<file path="src/rtl/fpba_pkg.sv">
// ============================================================================
// fpba_pkg: shared definitions for the fit-policy block allocator
// Holds codes, default sizes and the control group that travels along the
// row of block cells.
// ============================================================================
package fpba_pkg;

  localparam int NUM_BLOCKS_DEF = 16;
  localparam int SIZE_BITS_DEF  = 16;

  localparam int SLOT_BITS     = 4;
  localparam int AMT_BITS      = 16;
  localparam int STATUS_BITS   = 2;
  localparam int MODE_BITS     = 2;
  localparam int CNT_BITS      = 5;
  localparam int CFG_IDX_BITS  = 4;
  localparam int CFG_DATA_BITS = 8;

  localparam logic [CNT_BITS-1:0] CNT_RESET = 5'd16;

  localparam logic [CFG_IDX_BITS-1:0] CFG_FIT_MODE    = 4'd0;
  localparam logic [CFG_IDX_BITS-1:0] CFG_BLOCK_COUNT = 4'd1;

  typedef enum logic [MODE_BITS-1:0] {
    FIT_BEST  = 2'd0,
    FIT_NEXT  = 2'd1,
    FIT_FIRST = 2'd2
  } fit_mode_e;

  typedef enum logic [STATUS_BITS-1:0] {
    ST_LOADED   = 2'd0,
    ST_GRANTED  = 2'd1,
    ST_NO_SPACE = 2'd2
  } status_e;

  typedef enum logic {
    REQ_LOAD  = 1'b0,
    REQ_ALLOC = 1'b1
  } req_e;

  typedef enum logic [1:0] {
    S_IDLE = 2'd0,
    S_SCAN = 2'd1,
    S_HOLD = 2'd2
  } fsm_e;

  // Control part of the search token handed from cell to cell.
  typedef struct packed {
    logic valid;    // a search token sits in this stage
    logic best;     // best fit search (otherwise first or next fit)
    logic found_a;  // a fitting block at or after the start index was seen
    logic found_b;  // a fitting block anywhere was seen
  } tok_ctrl_t;

endpackage

</file>
<file path="src/rtl/fpba_cell.sv">
// ============================================================================
// fpba_cell: one block of the allocator table
// Holds the free space of one block, updates the passing search token with
// its own candidate, and registers the token before handing it to the next cell.
// ============================================================================
module fpba_cell #(
  parameter int  CELL_IDX   = 0,
  parameter int  NUM_BLOCKS = fpba_pkg::NUM_BLOCKS_DEF,
  parameter int  SIZE_BITS  = fpba_pkg::SIZE_BITS_DEF,
  localparam int IdxW       = $clog2(NUM_BLOCKS)
) (
  input  logic                          clk_i,
  input  logic                          rst_ni,
  input  logic [fpba_pkg::CNT_BITS-1:0] block_count_i,
  input  logic                          wr_en_i,
  input  logic [IdxW-1:0]               wr_idx_i,
  input  logic [SIZE_BITS-1:0]          wr_data_i,
  input  fpba_pkg::tok_ctrl_t           ctrl_i,
  input  logic [SIZE_BITS-1:0]          need_i,
  input  logic [IdxW-1:0]               start_i,
  input  logic [IdxW-1:0]               idx_a_i,
  input  logic [SIZE_BITS-1:0]          val_a_i,
  input  logic [IdxW-1:0]               idx_b_i,
  input  logic [SIZE_BITS-1:0]          val_b_i,
  output fpba_pkg::tok_ctrl_t           ctrl_o,
  output logic [SIZE_BITS-1:0]          need_o,
  output logic [IdxW-1:0]               start_o,
  output logic [IdxW-1:0]               idx_a_o,
  output logic [SIZE_BITS-1:0]          val_a_o,
  output logic [IdxW-1:0]               idx_b_o,
  output logic [SIZE_BITS-1:0]          val_b_o
);
  import fpba_pkg::*;

  localparam int CntW = $clog2(NUM_BLOCKS + 1);
  localparam int CmpW = (CntW > CNT_BITS) ? CntW : CNT_BITS;
  localparam logic [IdxW-1:0] MyIdx = IdxW'(CELL_IDX);

  logic [SIZE_BITS-1:0] free_q;
  tok_ctrl_t            ctrl_q;
  logic [SIZE_BITS-1:0] need_q;
  logic [IdxW-1:0]      start_q;
  logic [IdxW-1:0]      idx_a_q;
  logic [SIZE_BITS-1:0] val_a_q;
  logic [IdxW-1:0]      idx_b_q;
  logic [SIZE_BITS-1:0] val_b_q;

  logic active;
  logic fits;
  logic upd_a;
  logic upd_b;

  always_comb begin
    active = CmpW'(CELL_IDX) < CmpW'(block_count_i);
    fits   = active && (free_q >= need_i);
    // Candidate a: first fit at or after the start index (next and first fit).
    upd_a  = ctrl_i.valid && fits && (MyIdx >= start_i) && !ctrl_i.found_a;
    // Candidate b: first fit overall, or the strictly smaller block in best fit.
    upd_b  = ctrl_i.valid && fits &&
             (!ctrl_i.found_b || (ctrl_i.best && (free_q < val_b_i)));
  end

  always_ff @(posedge clk_i) begin
    if (wr_en_i && (wr_idx_i == MyIdx)) begin
      free_q <= wr_data_i;
    end
  end

  always_ff @(posedge clk_i or negedge rst_ni) begin
    if (!rst_ni) begin
      ctrl_q <= '0;
    end else begin
      ctrl_q.valid   <= ctrl_i.valid;
      ctrl_q.best    <= ctrl_i.best;
      ctrl_q.found_a <= ctrl_i.found_a || upd_a;
      ctrl_q.found_b <= ctrl_i.found_b || upd_b;
    end
  end

  always_ff @(posedge clk_i) begin
    need_q  <= need_i;
    start_q <= start_i;
    idx_a_q <= upd_a ? MyIdx  : idx_a_i;
    val_a_q <= upd_a ? free_q : val_a_i;
    idx_b_q <= upd_b ? MyIdx  : idx_b_i;
    val_b_q <= upd_b ? free_q : val_b_i;
  end

  assign ctrl_o  = ctrl_q;
  assign need_o  = need_q;
  assign start_o = start_q;
  assign idx_a_o = idx_a_q;
  assign val_a_o = val_a_q;
  assign idx_b_o = idx_b_q;
  assign val_b_o = val_b_q;

endmodule

</file>
<file path="src/rtl/fit_policy_block_allocator_unit.sv">
// ============================================================================
// fit_policy_block_allocator_unit: best, next and first fit block allocator
// Keeps the free space of a table of blocks in a row of cells and grants
// allocation requests under the configured fit policy.
// ============================================================================
// A load transaction writes one block's size, and its result passes through
// the result register into the output register. An allocation request
// launches a search token into the row of block cells; the token moves one
// cell per clock, and as it leaves the last cell the granted block is written
// back and the result is registered on its way into the output register.
// One transaction is worked on at a time; the next one is accepted as soon as
// the previous result has moved into the output register, even while that
// result still waits there. Configuration writes are always accepted and must
// only be issued while the unit is idle.
module fit_policy_block_allocator_unit #(
  parameter int NUM_BLOCKS = fpba_pkg::NUM_BLOCKS_DEF,
  parameter int SIZE_BITS  = fpba_pkg::SIZE_BITS_DEF
) (
  input  logic                               clk_i,
  input  logic                               rst_ni,
  input  logic                               cfg_valid_i,
  output logic                               cfg_ready_o,
  input  logic [fpba_pkg::CFG_IDX_BITS-1:0]  cfg_index_i,
  input  logic [fpba_pkg::CFG_DATA_BITS-1:0] cfg_data_i,
  input  logic                               in_valid_i,
  output logic                               in_ready_o,
  input  logic                               req_type_i,
  input  logic [fpba_pkg::SLOT_BITS-1:0]     block_slot_i,
  input  logic [fpba_pkg::AMT_BITS-1:0]      amount_i,
  output logic                               out_valid_o,
  input  logic                               out_ready_i,
  output logic [fpba_pkg::STATUS_BITS-1:0]   status_o,
  output logic [fpba_pkg::SLOT_BITS-1:0]     granted_block_o,
  output logic [fpba_pkg::AMT_BITS-1:0]      space_left_o
);
  import fpba_pkg::*;

  localparam int IdxW = $clog2(NUM_BLOCKS);
  localparam int CntW = $clog2(NUM_BLOCKS + 1);
  localparam int CmpW = (CntW > CNT_BITS) ? CntW : CNT_BITS;

  // Wraps a slot number into the table by repeated subtraction.
  function automatic logic [IdxW-1:0] wrap_slot(input logic [SLOT_BITS-1:0] v);
    logic [8:0] r;
    r = 9'(v);
    for (int i = 0; i < 8; i++) begin
      if (r >= 9'(NUM_BLOCKS)) begin
        r = r - 9'(NUM_BLOCKS);
      end
    end
    return r[IdxW-1:0];
  endfunction

  // Configuration registers and scan pointer.
  logic [MODE_BITS-1:0] fit_mode_q;
  logic [CNT_BITS-1:0]  block_count_q;
  logic [IdxW-1:0]      ptr_q;
  logic [IdxW-1:0]      ptr_d;

  fsm_e state_q;
  fsm_e state_d;

  // Token chain: stage 0 is the launch, stage k+1 the output of cell k.
  tok_ctrl_t            ctrl_c  [NUM_BLOCKS+1];
  logic [SIZE_BITS-1:0] need_c  [NUM_BLOCKS+1];
  logic [IdxW-1:0]      start_c [NUM_BLOCKS+1];
  logic [IdxW-1:0]      idx_a_c [NUM_BLOCKS+1];
  logic [SIZE_BITS-1:0] val_a_c [NUM_BLOCKS+1];
  logic [IdxW-1:0]      idx_b_c [NUM_BLOCKS+1];
  logic [SIZE_BITS-1:0] val_b_c [NUM_BLOCKS+1];
  logic [NUM_BLOCKS-1:0] tok_valid;

  logic [SIZE_BITS+AMT_BITS-1:0] amt_ext;
  logic [SIZE_BITS-1:0]          need;
  logic [IdxW-1:0]               slot;
  logic [IdxW-1:0]               start;
  logic                          is_best;
  logic                          launch;

  logic                 pick_found;
  logic [IdxW-1:0]      pick_idx;
  logic [SIZE_BITS-1:0] pick_val;
  logic [SIZE_BITS-1:0] grant_space;

  logic                 wr_en;
  logic [IdxW-1:0]      wr_idx;
  logic [SIZE_BITS-1:0] wr_data;

  logic                 res_set;
  status_e              res_status_d;
  logic [IdxW-1:0]      res_idx_d;
  logic [SIZE_BITS-1:0] res_val_d;
  status_e              res_status_q;
  logic [IdxW-1:0]      res_idx_q;
  logic [SIZE_BITS-1:0] res_val_q;

  logic                 out_load;
  logic                 out_valid_q;
  status_e              out_status_q;
  logic [IdxW-1:0]      out_idx_q;
  logic [SIZE_BITS-1:0] out_val_q;
  logic [IdxW+SLOT_BITS-1:0]     idx_ext;
  logic [SIZE_BITS+AMT_BITS-1:0] val_ext;

  assign cfg_ready_o = 1'b1;

  always_ff @(posedge clk_i or negedge rst_ni) begin
    if (!rst_ni) begin
      fit_mode_q    <= FIT_BEST;
      block_count_q <= CNT_RESET;
    end else if (cfg_valid_i) begin
      unique case (cfg_index_i)
        CFG_FIT_MODE:    fit_mode_q    <= cfg_data_i[MODE_BITS-1:0];
        CFG_BLOCK_COUNT: block_count_q <= cfg_data_i[CNT_BITS-1:0];
        default: ;
      endcase
    end
  end

  // Input conversion and search launch values.
  always_comb begin
    amt_ext = {{SIZE_BITS{1'b0}}, amount_i};
    need    = amt_ext[SIZE_BITS-1:0];
    slot    = wrap_slot(block_slot_i);
    start   = '0;
    is_best = 1'b0;
    case (fit_mode_q)
      FIT_BEST: is_best = 1'b1;
      FIT_NEXT: begin
        // A pointer at or beyond the active count restarts at block 0.
        if (CmpW'(ptr_q) < CmpW'(block_count_q)) begin
          start = ptr_q;
        end
      end
      FIT_FIRST: ;
      default: ;
    endcase
  end

  assign ctrl_c[0]  = '{valid: launch, best: is_best, found_a: 1'b0, found_b: 1'b0};
  assign need_c[0]  = need;
  assign start_c[0] = start;
  assign idx_a_c[0] = '0;
  assign val_a_c[0] = '0;
  assign idx_b_c[0] = '0;
  assign val_b_c[0] = '0;

  for (genvar k = 0; k < NUM_BLOCKS; k++) begin : g_cell
    fpba_cell #(
      .CELL_IDX   (k),
      .NUM_BLOCKS (NUM_BLOCKS),
      .SIZE_BITS  (SIZE_BITS)
    ) u_cell (
      .clk_i         (clk_i),
      .rst_ni        (rst_ni),
      .block_count_i (block_count_q),
      .wr_en_i       (wr_en),
      .wr_idx_i      (wr_idx),
      .wr_data_i     (wr_data),
      .ctrl_i        (ctrl_c[k]),
      .need_i        (need_c[k]),
      .start_i       (start_c[k]),
      .idx_a_i       (idx_a_c[k]),
      .val_a_i       (val_a_c[k]),
      .idx_b_i       (idx_b_c[k]),
      .val_b_i       (val_b_c[k]),
      .ctrl_o        (ctrl_c[k+1]),
      .need_o        (need_c[k+1]),
      .start_o       (start_c[k+1]),
      .idx_a_o       (idx_a_c[k+1]),
      .val_a_o       (val_a_c[k+1]),
      .idx_b_o       (idx_b_c[k+1]),
      .val_b_o       (val_b_c[k+1])
    );
    assign tok_valid[k] = ctrl_c[k+1].valid;
  end

  // Choice at the end of the row. Next and first fit prefer a block at or
  // after the start index and otherwise wrap to the first fit overall.
  always_comb begin
    if (ctrl_c[NUM_BLOCKS].best || ctrl_c[NUM_BLOCKS].found_a == 1'b0) begin
      pick_found = ctrl_c[NUM_BLOCKS].found_b;
      pick_idx   = idx_b_c[NUM_BLOCKS];
      pick_val   = val_b_c[NUM_BLOCKS];
    end else begin
      pick_found = 1'b1;
      pick_idx   = idx_a_c[NUM_BLOCKS];
      pick_val   = val_a_c[NUM_BLOCKS];
    end
    grant_space = pick_val - need_c[NUM_BLOCKS];
  end

  // Next state.
  always_comb begin
    state_d = state_q;
    unique case (state_q)
      S_IDLE: begin
        if (in_valid_i) begin
          state_d = (req_type_i == REQ_LOAD) ? S_HOLD : S_SCAN;
        end
      end
      S_SCAN: begin
        if (ctrl_c[NUM_BLOCKS].valid) begin
          state_d = S_HOLD;
        end
      end
      S_HOLD: begin
        if (!out_valid_q || out_ready_i) begin
          state_d = S_IDLE;
        end
      end
      default: state_d = S_IDLE;
    endcase
  end

  // State outputs.
  always_comb begin
    in_ready_o   = 1'b0;
    launch       = 1'b0;
    wr_en        = 1'b0;
    wr_idx       = slot;
    wr_data      = need;
    res_set      = 1'b0;
    res_status_d = ST_LOADED;
    res_idx_d    = slot;
    res_val_d    = need;
    ptr_d        = ptr_q;
    out_load     = 1'b0;
    unique case (state_q)
      S_IDLE: begin
        in_ready_o = 1'b1;
        if (in_valid_i) begin
          if (req_type_i == REQ_LOAD) begin
            wr_en   = 1'b1;
            res_set = 1'b1;
          end else begin
            launch = 1'b1;
          end
        end
      end
      S_SCAN: begin
        if (ctrl_c[NUM_BLOCKS].valid) begin
          res_set = 1'b1;
          wr_idx  = pick_idx;
          wr_data = grant_space;
          if (pick_found) begin
            wr_en        = 1'b1;
            res_status_d = ST_GRANTED;
            res_idx_d    = pick_idx;
            res_val_d    = grant_space;
          end else begin
            res_status_d = ST_NO_SPACE;
            res_idx_d    = '0;
            res_val_d    = '0;
          end
          // On failure the pointer lands back where the circular scan began.
          if (fit_mode_q == FIT_NEXT) begin
            ptr_d = pick_found ? pick_idx : start_c[NUM_BLOCKS];
          end
        end
      end
      S_HOLD: out_load = !out_valid_q || out_ready_i;
      default: ;
    endcase
  end

  always_ff @(posedge clk_i or negedge rst_ni) begin
    if (!rst_ni) begin
      state_q     <= S_IDLE;
      ptr_q       <= '0;
      out_valid_q <= 1'b0;
    end else begin
      state_q <= state_d;
      ptr_q   <= ptr_d;
      if (out_load) begin
        out_valid_q <= 1'b1;
      end else if (out_ready_i) begin
        out_valid_q <= 1'b0;
      end
    end
  end

  always_ff @(posedge clk_i) begin
    if (res_set) begin
      res_status_q <= res_status_d;
      res_idx_q    <= res_idx_d;
      res_val_q    <= res_val_d;
    end
    if (out_load) begin
      out_status_q <= res_status_q;
      out_idx_q    <= res_idx_q;
      out_val_q    <= res_val_q;
    end
  end

  always_comb begin
    idx_ext = {{SLOT_BITS{1'b0}}, out_idx_q};
    val_ext = {{AMT_BITS{1'b0}}, out_val_q};
  end

  assign out_valid_o     = out_valid_q;
  assign status_o        = out_status_q;
  assign granted_block_o = idx_ext[SLOT_BITS-1:0];
  assign space_left_o    = val_ext[AMT_BITS-1:0];

  // Exactly one search token is in the row while scanning, none otherwise.
  a_single_token: assert property (@(posedge clk_i) disable iff (!rst_ni)
    $countones(tok_valid) == ((state_q == S_SCAN) ? 1 : 0))
    else $error("search token count does not match the scan state");

  // A grant only writes back a block inside the active count.
  a_grant_in_range: assert property (@(posedge clk_i) disable iff (!rst_ni)
    (wr_en && state_q == S_SCAN) |-> (CmpW'(wr_idx) < CmpW'(block_count_q)))
    else $error("grant write-back outside the active blocks");

  // The scan pointer always names an existing block.
  a_ptr_range: assert property (@(posedge clk_i) disable iff (!rst_ni)
    CmpW'(ptr_q) < CmpW'(NUM_BLOCKS))
    else $error("scan pointer beyond the block table");

  // A failed request reports neither a block nor any space.
  a_no_space_clear: assert property (@(posedge clk_i) disable iff (!rst_ni)
    (out_valid_q && out_status_q == ST_NO_SPACE) |-> (out_idx_q == '0 && out_val_q == '0))
    else $error("no-space result carries a block or space value");

endmodule
</file>
<file path="config.mk">
export PLATFORM = sky130hd
export DESIGN_NAME = fit_policy_block_allocator_unit
export DESIGN_NICKNAME = d
export VERILOG_FILES = /design/src/rtl/fpba_pkg.sv /design/src/rtl/fpba_cell.sv /design/src/rtl/fit_policy_block_allocator_unit.sv
export SDC_FILE = /design/constraint.sdc
export NUM_CORES = 2
export LEC_CHECK = 0
export ABC_AREA = 1
export ABC_CLOCK_PERIOD_IN_PS = 4150
export BUFFER_PORTS_ARGS = -buffer_cell sky130_fd_sc_hd__buf_4
export CAP_MARGIN = 20
export CORE_MARGIN = 2
export CORE_UTILIZATION = 30
export DETAILED_ROUTE_END_ITERATION = 8
export HOLD_SLACK_MARGIN = 0.03
export SLEW_MARGIN = 20
export SYNTH_ARGS = -nofsm -noshare
export SYNTH_HDL_FRONTEND = slang
export SYNTH_SLANG_ARGS = --single-unit
</file>
<file path="constraint.sdc">
create_clock -name clk_i -period 4.15 [get_ports clk_i]
set_input_delay 0.83 -clock clk_i [delete_from_list [all_inputs] [get_ports clk_i]]
set_output_delay 0.83 -clock clk_i [all_outputs]
set_load 0.02 [all_outputs]
</file>
==> flow_summary.yaml <==
worst_setup_path:
  crit_fanout: 20
  r2r_setup_slack_ps: 680
  critPathLaunchType: "flip-flop"
  end_kind: "flip-flop"
  worst_ep_arrival_time_ps: 3990
  path_class: "flip-flop to flip-flop"
  critPathMaxStageDelay_ps: 570
  worst_path_max_delay_cell: "o31ai_4"
  cp.required_ps: 4670
  cp_cell_sequence: "nor2_1, buf_4, nand2_1, nand2_1, ha_1, a21oi_1, nor2_1, nor2_1, nand3_1, nand2_1, inv_1, o31ai_4, buf_4"
floorplan:
  dieArea_sq_um: 178000
  die_x_um: 422
  core-area_sq_um: 174000
  die_y_um: 422
  num_rows: 153
  boundaryPins: 63
  start_util: 0.302
place:
  gp_congestion: 0.867
  dp_hpwl_um: 103000
  io_buffers: 58
  pre_cts_ws_ps: 750
grt:
  gr-total-overflow: 0
  grt_max_degree: 64
  first_global_vias: 36792
  antenna_found_initial: 11
  grt_first_pass_wirelength_um: 210000
  globalRouteTotalUtil: 0.152
drt:
  post_drt_wl_per_cell_um: 16.4
  antenna_left: 0
  route.detailed.drc: 0
  dr_total_vias: 37245
  wl_um: 137000
  first_pass_iters: 6
  dr.first_iter.drc_count: 2741
  routed_via_density: 4.47
sta:
  finalSetupViolCount: 0
  max_freq_mhz: 288
  grt_setup_unrepaired: "no"
  hold_viol_final: 0
  fin_crit_ps: 3470
  setup_tns_ps: 0
  final.setup.worst_slack_ps: 680
  min_period_over_period: 0.836
  final-max-slew-violation-count: 0
  maxSlewHeadroom: 0.297
  tightest_slew_ps: 1050
  fin_worst_skew_ps: 24.7
outcome:
  outcome: "finished, final reports clean"
finish:
  syn_to_final_growth_pct: 15.0
  drive_gt1_frac: 0.0682
  fin_nets: 6435
run:
  cap_viol_max_count: 0
clocking:
  cts_hold_buf: 0
  cts_setup_buffers: 0
  numCtsBuffers: 133
  path_clk_slew_ps: 60
  cts.sinks: 1308
  cts_buffer_depth: 3
  ctsRootBufferMaster: "clkbuf_16"
  ctsResizeCount: 0
  clkLatencyLatePin_ps: 760
  cts_tree: "done"
  h-tree-depth: 4
yosys:
  yosys.cell_count.top_type: "nand2_1"
  yosys-top-cells-count: "nand2_1 (1679), inv_1 (941), dfxtp_1 (930), ha_1 (499), edfxtp_1 (300)"
  ys_types: 49
  synthesis.instances: 5746
  synth_top_area_share: 0.355
  syn_area_sq_um: 52400
  synth_nets: 6284
  synth.area.top_cells: "dfxtp_1 (36%), edfxtp_1 (17%), nand2_1 (12%)"
  yosysWarnings: 0
  syn_area_per_cell_sq_um: 9.12
  yosysSeqAreaShare: 0.564
  synth-edff-count: 300
  synth_top_cell_by_area: "dfxtp_1"
  ys_seq_elements: 1308
  async_reset_ff_frac: 0.0596
  synth_ff_type: "dfxtp_1"
hold_path:
  hp-class: "primary input to async pin"
power_and_ir_drop:
  ir_drop_mv: 0.382
  power.density_nw_per_um2: 591
  p_leak_nw: 28.6
## flip-flops by register name, summed over array words and instances (netlist names), 5 cells and up
register	flops
g_cell.u_cell.free_q	256
g_cell.u_cell.need_o	256
g_cell.u_cell.val_a_o	256
g_cell.u_cell.val_b_o	256
g_cell.u_cell.ctrl_o	64
g_cell.u_cell.start_o	64
g_cell.u_cell.idx_a_o	49
g_cell.u_cell.idx_b_o	49
res_val_q	16
space_left_o	16
block_count_q	5
## critical path: cells and delay by family, from the launching register on
family | cells | cell delay, ps
compound gates | 2 | 880
simple gates | 7 | 850
buf+inv | 3 | 810
flops | 1 | 360
fa+ha+maj | 1 | 300
## worst paths after layout
check / start / to / depth (start not counted)
max in group asynchronous: rst_ni / g_cell[8].u_cell.ctrl_o[2] / 2
min in group clk_i: amount_i[7] / g_cell[0].u_cell.need_o[7] / 1
setup / recovery: g_cell[15].u_cell.ctrl_o[2] / g_cell[8].u_cell.free_q[10] / 13
hold reg to reg: g_cell[6].u_cell.start_o[2] / g_cell[7].u_cell.start_o[2] / 0
setup reg to reg: g_cell[15].u_cell.ctrl_o[2] / g_cell[8].u_cell.free_q[10] / 13
hold / removal: rst_ni / g_cell[13].u_cell.ctrl_o[0] / 1
## metal layers
metal  global-route usage  wire, um
met2                0.260     65100
met5                    0         0
met1                0.192     59100
met3               0.0262      7680
met4               0.0576      4670
## layout by cell type (no fill, tap or decap), types with 29 or more instances in the layout
| master | Yosys | final |
|---|---|---|
| nand2_1 | 1679 | 1679 |
| inv_1 | 941 | 941 |
| dfxtp_1 | 930 | 930 |
| ha_1 | 499 | 499 |
| edfxtp_1 | 300 | 300 |
| nand3_1 | 298 | 298 |
| a21oi_1 | 239 | 239 |
| o21ai_0 | 238 | 226 |
| nor2_1 | 195 | 195 |
| clkbuf_16 | 0 | 137 |
| buf_4 | 5 | 123 |
| dfrtp_1 | 77 | 77 |
| nor3_1 | 39 | 35 |
| clkbuf_1 | 33 | 31 |
| o21bai_1 | 29 | 29 |
## kinds of logic (layout without fill, tap and decap cells)
family / count (synthesis) / count (layout) / share of synthesized area
AOI/OAI and AO/OA: 567 / 567 / 0.0582
xor gates and xnor gates: 7 / 7 / 0.00117
adders and majority gates: 500 / 500 / 0.119
buffers and inverters: 1058 / 1321 / 0.0783
DFF: 1308 / 1308 / 0.564
muxes: 1 / 1 / 0.000191
other: 1 / 4 / 0.0000715
and+or+nand+nor: 2304 / 2304 / 0.178
## per-stage QoR
stage | cells | hold slack [ps] | util | cell area [sq um] | power, mW
final | 8337 | 128 | 0.347 | 60300 | 35.6
after global routing | 8334 | 145 | 0.347 | 60300 | 37.5
after CTS | 8334 | 142 | 0.347 | 60300 | 35.9
after detailed placement | 8087 | 312 | 0.321 | 55800 | 23.9
after global placement | 8087 | 310 | 0.321 | 55800 | 23.7
after floorplan | 5746 | 310 | - | 52400 | 21.0
## cell type report
| type | instances | area, sq um |
|---|---|---|
| fill | 17622 | 114000 |
| sequential | 1308 | 29600 |
| multi-input combinational | 3380 | 18800 |
| clock buffer | 196 | 3920 |
| inverter | 950 | 3570 |
| tap | 2325 | 2910 |
| timing repair buffer | 124 | 935 |
| clock inverter | 51 | 563 |
| antenna | 3 | 7.51 |
## report_power, final
| group | total [mW] | switching [mW] | internal, mW |
|---|---|---|---|
| combinational | 6.79 | 4.55 | 2.24 |
| sequential | 16.8 | 1.22 | 15.6 |
| clock | 12.0 | 5.02 | 6.99 |
| total | 35.6 | 10.8 | 24.8 |
Power figures use the tool's default switching activity.
